$ cat src/hw/rtl/dgp_pkg.sv
package dgp_pkg;

    localparam int PIX_W   = 8;
    localparam int ERR_W   = 10;
    localparam int PRED_W  = 11;
    localparam int CFG_W_W = 13;
    localparam int CFG_H_W = 16;

    localparam int INIT_PRED  = 128;
    localparam int GAP_T_HI   = 80;
    localparam int GAP_T_MID  = 32;
    localparam int GAP_T_LO   = 8;
    localparam int MIN_WIDTH  = 3;
    localparam int MIN_HEIGHT = 2;

    // register indexes on the configuration port
    localparam logic [1:0] REG_WIDTH  = 2'd0;
    localparam logic [1:0] REG_HEIGHT = 2'd1;
    localparam logic [1:0] REG_RULE   = 2'd2;

    localparam logic [CFG_W_W-1:0] RST_WIDTH  = 13'd512;
    localparam logic [CFG_H_W-1:0] RST_HEIGHT = 16'd512;

    typedef enum logic [1:0] {
        RULE_WEST  = 2'd0,
        RULE_NORTH = 2'd1,
        RULE_MEAN  = 2'd2,
        RULE_GAP   = 2'd3
    } t_rule;

    typedef logic [PIX_W-1:0] t_pix;

    typedef struct packed {
        t_pix w;
        t_pix n;
        t_pix ww;
        t_pix nw;
        t_pix nn;
        t_pix ne;
        t_pix nne;
    } t_nbr;

    typedef struct packed {
        logic first;   // row 0, column 0
        logic row0;    // all of row 0
        logic border;  // row 1, columns 0 and 1, last column
    } t_pos;

endpackage

$ cat src/hw/rtl/dgp_predict.sv
module dgp_predict (
    input  dgp_pkg::t_nbr                     i_nbr,
    input  dgp_pkg::t_pos                     i_pos,
    input  dgp_pkg::t_rule                    i_rule,
    output logic signed [dgp_pkg::PRED_W-1:0] o_pred
);

    localparam logic signed [10:0] T_HI  = 11'(dgp_pkg::GAP_T_HI);
    localparam logic signed [10:0] T_MID = 11'(dgp_pkg::GAP_T_MID);
    localparam logic signed [10:0] T_LO  = 11'(dgp_pkg::GAP_T_LO);

    function automatic logic [7:0] absd(input logic [7:0] a, input logic [7:0] b);
        absd = (a > b) ? a - b : b - a;
    endfunction

    logic [9:0]         dh;
    logic [9:0]         dv;
    logic signed [10:0] vh;
    logic signed [10:0] hv;
    logic [8:0]         sum_wn;
    logic signed [8:0]  d_ne;
    logic signed [8:0]  d_adj;
    logic signed [8:0]  q_ne;
    logic signed [10:0] p;
    logic signed [10:0] p_adj;
    logic signed [10:0] p_half;
    logic signed [11:0] p3;
    logic signed [11:0] p3_adj;
    logic signed [11:0] p3_q;
    logic signed [10:0] w_ext;
    logic signed [10:0] n_ext;
    logic signed [10:0] w2;
    logic signed [10:0] n2;
    logic signed [10:0] w4;
    logic signed [10:0] n4;
    logic signed [10:0] gap;

    always_comb begin
        dh = 10'(absd(i_nbr.w, i_nbr.ww)) + 10'(absd(i_nbr.n, i_nbr.nw))
           + 10'(absd(i_nbr.ne, i_nbr.n));
        dv = 10'(absd(i_nbr.w, i_nbr.nw)) + 10'(absd(i_nbr.n, i_nbr.nn))
           + 10'(absd(i_nbr.ne, i_nbr.nne));
        vh = $signed({1'b0, dv}) - $signed({1'b0, dh});
        hv = $signed({1'b0, dh}) - $signed({1'b0, dv});

        // (w + n) / 2 + (ne - nw) / 4, truncating toward zero
        sum_wn = 9'(i_nbr.w) + 9'(i_nbr.n);
        d_ne   = $signed({1'b0, i_nbr.ne}) - $signed({1'b0, i_nbr.nw});
        d_adj  = d_ne + (d_ne[8] ? 9'sd3 : 9'sd0);
        q_ne   = d_adj >>> 2;
        p      = $signed({3'b000, sum_wn[8:1]}) + $signed({{2{q_ne[8]}}, q_ne});

        p_adj  = p + (p[10] ? 11'sd1 : 11'sd0);
        p_half = p_adj >>> 1;
        p3     = $signed({p[10], p}) + $signed({p, 1'b0});
        p3_adj = p3 + (p3[11] ? 12'sd3 : 12'sd0);
        p3_q   = p3_adj >>> 2;

        w_ext = $signed({3'b000, i_nbr.w});
        n_ext = $signed({3'b000, i_nbr.n});
        w2    = $signed({4'b0000, i_nbr.w[7:1]});
        n2    = $signed({4'b0000, i_nbr.n[7:1]});
        w4    = $signed({5'b00000, i_nbr.w[7:2]});
        n4    = $signed({5'b00000, i_nbr.n[7:2]});

        if (vh > T_HI) begin
            gap = w_ext;
        end else if (hv > T_HI) begin
            gap = n_ext;
        end else if (vh > T_MID) begin
            gap = p_half + w2;
        end else if (hv > T_MID) begin
            gap = p_half + n2;
        end else if (vh > T_LO) begin
            gap = p3_q[10:0] + w4;
        end else if (hv > T_LO) begin
            gap = p3_q[10:0] + n4;
        end else begin
            gap = p;
        end

        if (i_pos.first) begin
            o_pred = 11'(dgp_pkg::INIT_PRED);
        end else if (i_pos.row0) begin
            o_pred = w_ext;
        end else if (i_pos.border) begin
            o_pred = n_ext;
        end else begin
            case (i_rule)
                dgp_pkg::RULE_WEST:  o_pred = w_ext;
                dgp_pkg::RULE_NORTH: o_pred = n_ext;
                dgp_pkg::RULE_MEAN:  o_pred = w2 + n2;
                default:             o_pred = gap;
            endcase
        end
    end

endmodule

$ cat config.mk
export PLATFORM = sky130hd
export DESIGN_NAME = dgp_predict
export DESIGN_NICKNAME = d
export VERILOG_FILES = /design/src/hw/rtl/dgp_pkg.sv /design/src/hw/rtl/dgp_predict.sv
export SDC_FILE = /design/constraint.sdc
export NUM_CORES = 1
export LEC_CHECK = 0
export BUFFER_PORTS_ARGS = -buffer_cell sky130_fd_sc_hd__buf_2
export CAP_MARGIN = 20
export CORE_ASPECT_RATIO = 2
export CORE_MARGIN = 2
export CORE_UTILIZATION = 50
export DETAILED_ROUTE_END_ITERATION = 8
export PLACE_DENSITY = 0.78
export SYNTH_ARGS = -nofsm -noshare
export SYNTH_HDL_FRONTEND = slang
export SYNTH_SLANG_ARGS = --single-unit
$ cat constraint.sdc
create_clock -name vclk -period 14.8
set_clock_uncertainty 0.1 [all_clocks]
set_input_delay 2.96 -clock vclk [all_inputs]
set_output_delay 2.96 -clock vclk [all_outputs]
set_load 0.02 [all_outputs]
==> results.cfg, run 1 <==
[status]
outcome = completed

[job]
max-cap-violations = 0

[finish]
area_growth_pct = 6.88
n_sequential_cell = 0
fin_nets = 1641
diodes = 0
post-route-util_pct = 54.2
clock_buffers = 0
drive_gt1_share_pct = 8.71
seq_area_sq_um = 0

[timing]
setup_violations = 0
rsz0062_at_grt = no
hold_viol_final = 0
period_share_pct = 96.5
finalMaxSlewViolations = 0
max_clock_freq_mhz = 70.0
worst_pin_slew_ns = 0.930
min_period_ns = 14.28
finalSetupTns_ns = 0
relSlewSlack_pct = 37.8

[die]
num_io_pins = 72
initial_utilization_pct = 50.7
rows = 72
core_sq_um = 19200
fp.dieArea_sq_um = 20700
die_x_um = 103
die-height_um = 201

[setup_path]
path_class = in2out
critPathMostFrequentCell = a21oi_1
setup.worst_path.end_class = output port
crit_buf_inv = 6
crit_required_ns = 11.74
crit_family = compound AO/OA/AOI/OAI gates
crit_slowest_cell = or4_1
cp_slowest_stage_delay_ns = 0.50
critPathArrivalTime_ns = 11.22
worstSetupStartpointType = primary input
crit_fanout = 14

[grt]
grt_overflow = 0
use_met3_pct = 3.16
grt-busiest-layer = met2
grt_pass1_vias = 10190
use_met2_pct = 55.7
antenna_found_initial = 0
met1_usage_pct = 28.4
grt_pass1_wl_um = 50300
grt_max_degree = 20
track_usage_pct = 31.0

[clock_tree]
post_cts_buffers = 0

[place]
place_hpwl_um = 27500
gp_congestion = 1.01
io_buffers = 72

[logic_synthesis]
synth_area_leader_cell = ha_1
synthesis.nets = 1585
postSynthCellCount = 1301
synth_area_leaders = ha_1 (23%), fa_1 (8.4%), xnor2_1 (7.5%)
synth_area_sq_um = 9730
synth_cell_types = 74
synth_top_area_share_pct = 23.4
yosysWarnings = 0
ys_seq_area_share_pct = 0
syn_area_per_cell_sq_um = 7.48

[drt]
vias = 9890
dr.pass1.iters = 5
wl_per_cell_um = 19.8
drc = 0
wirelength_um = 31900
drtIter0Drc = 432
drtAntennaViolNets = 0
viasPerCell = 6.13

[hold_path]
hp-class = in2out
hold_end = o_pred[3]
hold_depth = 3
worstHoldStart = i_pos[2]
==> cell usage after synthesis (12+ instances only) <==
library cell,count
nor2b_1,37
nand3_1,13
o21ai_0,68
nand4_1,17
o21a_1,21
a211oi_1,23
a21oi_1,123
nand2b_1,23
nor3_1,24
xnor2_1,83
o21bai_1,26
mux2i_1,39
a21o_1,53
nor2_1,83
clkbuf_1,27
fa_1,41
xor2_1,45
o211ai_1,12
ha_1,182
nand2_1,56
a221oi_1,13
inv_1,155
==> how the worst max path moves through the flow <==
stage	start	endpoint	slack, ns	cells past startpoint
2_1_floorplan	i_nbr[48]	o_pred[2]	1.25	36
3_3_place_gp	i_nbr[48]	o_pred[3]	0.57	38
3_5_place_dp	i_nbr[48]	o_pred[3]	0.48	38
4_1_cts	i_nbr[48]	o_pred[3]	0.45	38
5_1_grt	i_nbr[48]	o_pred[4]	0.02	39
6_report	i_nbr[48]	o_pred[3]	0.52	38
==> cell usage in the layout (no fill, tap or decap), drive strengths merged, types with 4 or more instances in the layout <==
cell type  count
a211o          6
a211oi        24
a21boi         6
a21o          53
a21oi        124
a221oi        13
a22oi          4
a31oi          8
and3           5
buf           89
fa            41
ha           182
inv          156
mux2           8
mux2i         39
nand2         56
nand2b        23
nand3         13
nand4         18
nor2          83
nor2b         37
nor3          26
nor3b          4
o211ai        12
o21a          21
o21ai         70
o21bai        26
o22a           5
o22ai          8
or3            7
or3b           4
or4            4
xnor2         84
xor2          45
==> kinds of logic after synthesis <==
group / synth area share, %
compound gates: 27.7
xor+xnor: 12.1
fa+ha+maj: 32.1
buf+inv: 7.58
mux: 4.94
simple gates: 15.5
==> per-layer routing <==
metal | vias to the layer above | part of all wire (%)
met1 | 4578 | 32
met4 | 0 | 13
met2 | 374 | 51
li1 | 4726 | -
met3 | 212 | 4.1
met5 | - | 0
==> what timing repair did <==
action / CTS / global route
setup endpoints to repair: 0 / 7
hold buffers: 0 / 0
resized for setup: 0 / 3
==> cell type report <==
| cell class | instances | area [sq um] |
|---|---|---|
| fillers | 1913 | 8790 |
| inverters | 156 | 586 |
| multi-input cells | 1109 | 9000 |
| well taps | 259 | 324 |
| repair buffers | 90 | 493 |
==> tightest hold or removal path, delay by kind of cell <==
kind	cells	cell delay [ns]
buffers and inverters	2	0.41
AOI/OAI and AO/OA	1	0.13
==> through the flow <==
stage                     hold slack, ns  area (sq um)  instances  worst slack (ns)
after floorplan                     6.08          9730       1301              1.25
after global placement              6.33         10400       1613             0.574
after detailed placement            6.32         10400       1613             0.485
after CTS                           6.33         10400       1613             0.449
after global routing                6.37         10400       1614            0.0249
final                               6.35         10400       1614             0.520
Power of run 1 is left out: the tool's default activity adds up to more than one toggle a clock period on the data nets, which glitch-free logic cannot reach.
==> run 2, diff against run 1 <==
- CORE_UTILIZATION: 50 -> 58
- PLACE_DENSITY: 0.78 -> 0.87
==> results.cfg, run 2 (synthesis results as in run 1) <==
[setup_path]
path_class = in2out
worstSetupStartpointType = primary input
setup.worst_path.end_class = output port
crit_family = simple AND/OR/NAND/NOR gates
crit_required_ns = 11.74
cp_slowest_stage_delay_ns = 0.49
crit_slowest_cell = o41ai_4
crit_fanout = 10
critPathMostFrequentCell = ha_1
crit_buf_inv = 6
critPathArrivalTime_ns = 11.17

[hold_path]
hold_end = o_pred[6]
hold_depth = 3
hp-class = in2out
worstHoldStart = i_pos[2]

[drt]
dr.pass1.iters = 5
drtAntennaViolNets = 0
dr_wl_met3_um = 1910
wl_per_cell_um = 19.0
wl_met2_um = 14100
vias = 9848
wirelength_um = 29500
drc = 0
highest_layer = met4
viasPerCell = 6.33
wl_met1_um = 12100
drtIter0Drc = 565

[grt]
grt_pass1_vias = 9572
antenna_found_initial = 0
grt_max_degree = 20
grt_overflow = 0
grt_pass1_wl_um = 46500
track_usage_pct = 32.3

[die]
initial_utilization_pct = 58.6
core_sq_um = 16600
num_io_pins = 72
die_x_um = 95.6
rows = 67
die-height_um = 187
fp.dieArea_sq_um = 17900

[finish]
area_growth_pct = 6.32
drive_gt1_share_pct = 8.75
mostFrequentLayoutCell = ha_1
final_cell_mix = ha_1 (182), inv_1 (155), a21oi_1 (123)
seq_area_sq_um = 0
multiInputGateArea_sq_um = 9050
num-fill-cells = 1546
design_area_sq_um = 10300
n_sequential_cell = 0
clock_buffers = 0
fin_nets = 1635
diodes = 0

[timing]
hold_viol_final = 0
finalMaxSlewViolations = 0
period_share_pct = 96.2
setup_violations = 0
max_clock_freq_mhz = 70.3
finalSetupTns_ns = 0
worst_pin_slew_ns = 0.886
min_period_ns = 14.23
relSlewSlack_pct = 40.1
rsz0062_at_grt = no

[place]
io_buffers = 72
place_hpwl_um = 24600
place_area_sq_um = 10300
gp_congestion = 0.949

[job]
max-cap-violations = 0

[clock_tree]
cts_resized = 0
hold_buffers = 0
post_cts_buffers = 0

[status]
outcome = completed
==> run 2: cell count changes in the layout (fill, tap and decap cells not counted), sizes merged <==
cell,change
buf,-5
clkbuf,-1
==> run 2: cell type report <==
class,instances,area share (%)
well taps,207,2.50
multi-input cells,1109,87.5
inverters,156,5.66
repair buffers,84,4.35
==> run 2: tightest hold or removal path, stage by stage <==
cell and delay [ns]:
buf_2 0.23, o22ai_1 0.13, buf_2 0.16
==> run 2: how the worst max path moves through the flow <==
stage	endpoint	startpoint	slack, ns	cells past startpoint
after global routing	o_pred[10]	i_nbr[48]	0.02	38
after detailed placement	o_pred[7]	i_nbr[48]	0.21	37
after global placement	o_pred[7]	i_nbr[8]	0.53	36
final	o_pred[7]	i_nbr[8]	0.57	35
after CTS	o_pred[7]	i_nbr[48]	0.18	37
after floorplan	o_pred[2]	i_nbr[48]	1.25	36
==> run 2: through the flow <==
stage	std cells	setup slack [ns]	util, %	hold WS, ns
after global placement	1556	0.528	62.0	6.30
after detailed placement	1556	0.214	62.0	6.32
after floorplan	1301	1.25	-	6.08
after CTS	1556	0.184	62.0	6.32
after global routing	1556	0.0173	62.3	6.35
final	1556	0.568	62.3	6.34
==> run 2: layer usage <==
| metal | vias up | GRT usage, % |
|---|---|---|
| met5 | - | 0 |
| met4 | 0 | 12.3 |
| met3 | 75 | 1.97 |
| met2 | 404 | 54.8 |
| met1 | 4650 | 42.0 |
| li1 | 4719 | - |
Power of run 2 is left out for the same reason.
==> run 3, diff against run 2 <==
- CORE_UTILIZATION: 58 -> 65
- GPL_TIMING_DRIVEN: not set -> 0
- PLACE_DENSITY: 0.87 -> 0.95
==> results.cfg, run 3 (synthesis results as in run 1) <==
[timing]
worst_pin_slew_ns = 0.972
period_share_pct = 97.7
fin_ws_ns = 0.339
relSlewSlack_pct = 34.9
max_clock_freq_mhz = 69.2
setup_violations = 0
min_period_ns = 14.46
finalSetupTns_ns = 0
hold_viol_final = 0
finalMaxSlewViolations = 0

[setup_path]
setup.worst_path.end_class = output port
crit_buf_inv = 8
crit_family = compound AO/OA/AOI/OAI gates
crit_required_ns = 11.74
cp_slowest_stage_delay_ns = 0.51
crit_fanout = 10
worstSetupStartpointType = primary input
critPathArrivalTime_ns = 11.40
crit_slowest_cell = or4_1
path_class = in2out

[die]
initial_utilization_pct = 66.0
core_sq_um = 14700
die-height_um = 177
fp.dieArea_sq_um = 16000
die_x_um = 90.5
rows = 63
num_io_pins = 72

[finish]
drive_gt1_share_pct = 9.52
clock_buffers = 0
seq_area_sq_um = 0
n_sequential_cell = 0
fin_nets = 1662
area_growth_pct = 8.14
multiInputGateArea_sq_um = 9140
mostFrequentLayoutCell = ha_1
num-fill-cells = 1176
diodes = 0
final_cell_mix = ha_1 (181), inv_1 (154), a21oi_1 (118)

[grt]
grt_pass1_vias = 10631
track_usage_pct = 38.8
grt_overflow = 0
grt_pass1_wl_um = 49600
grt_max_degree = 14
antenna_found_initial = 0

[place]
place_hpwl_um = 26300
pre_cts_slack_ns = -0.528
io_buffers = 70
gp_congestion = 1.02

[clock_tree]
hold_buffers = 0

[drt]
wl_per_cell_um = 20.4
drtIter0Drc = 650
wirelength_um = 32000
viasPerCell = 6.56
drc = 0
drtAntennaViolNets = 0
dr.pass1.iters = 7
vias = 10310

[hold_path]
hp-class = in2out

[job]
max-cap-violations = 0

[status]
outcome = completed
run 3: final timing paths:
kind / startpoint / to / slack, ns / cells past startpoint
setup / recovery: i_nbr[48] / o_pred[0] / 0.34 / 38
hold / removal: i_nbr[48] / o_pred[0] / 6.38 / 4
run 3: area by class of cell:
type	count	share of cell area (%)
buffer	36	1.55
inverter	156	5.56
timing repair buffer	75	3.71
tap	195	2.32
multi-input combinational	1109	86.9
run 3: tightest hold or removal path: stages:
cell	delay [ns]
buf_2	0.17
a21oi_1	0.14
o22ai_1	0.09
buf_2	0.16
run 3: metrics by stage:
stage / utilization (%) / cell area [sq um] / hold slack [ns] / cells
floorplan: - / 9730 / 6.08 / 1301
global placement: 70.1 / 10300 / 6.37 / 1566
detailed placement: 70.1 / 10300 / 6.37 / 1566
CTS: 70.3 / 10400 / 6.37 / 1566
global route: 71.4 / 10500 / 6.41 / 1571
finish: 71.4 / 10500 / 6.38 / 1571
run 3: repair_timing:
action / CTS / global route
pin swaps: 0 / 4
gates resized for setup: 6 / 32
endpoints found under the setup margin: 10 / 11
buffers inserted: 0 / 5
run 3: per-layer routing:
metal / GRT usage, % / routed length, um / part of all wire (%) / up-vias
met4: 45.1 / 4540 / 14 / 0
met2: 69.8 / 15700 / 49 / 542
met1: 32.6 / 9770 / 30 / 4718
met3: 7.24 / 2090 / 6.5 / 284
met5: 0 / 0 / 0 / -
li1: - / - / - / 4766
Power of run 3 is left out for the same reason.
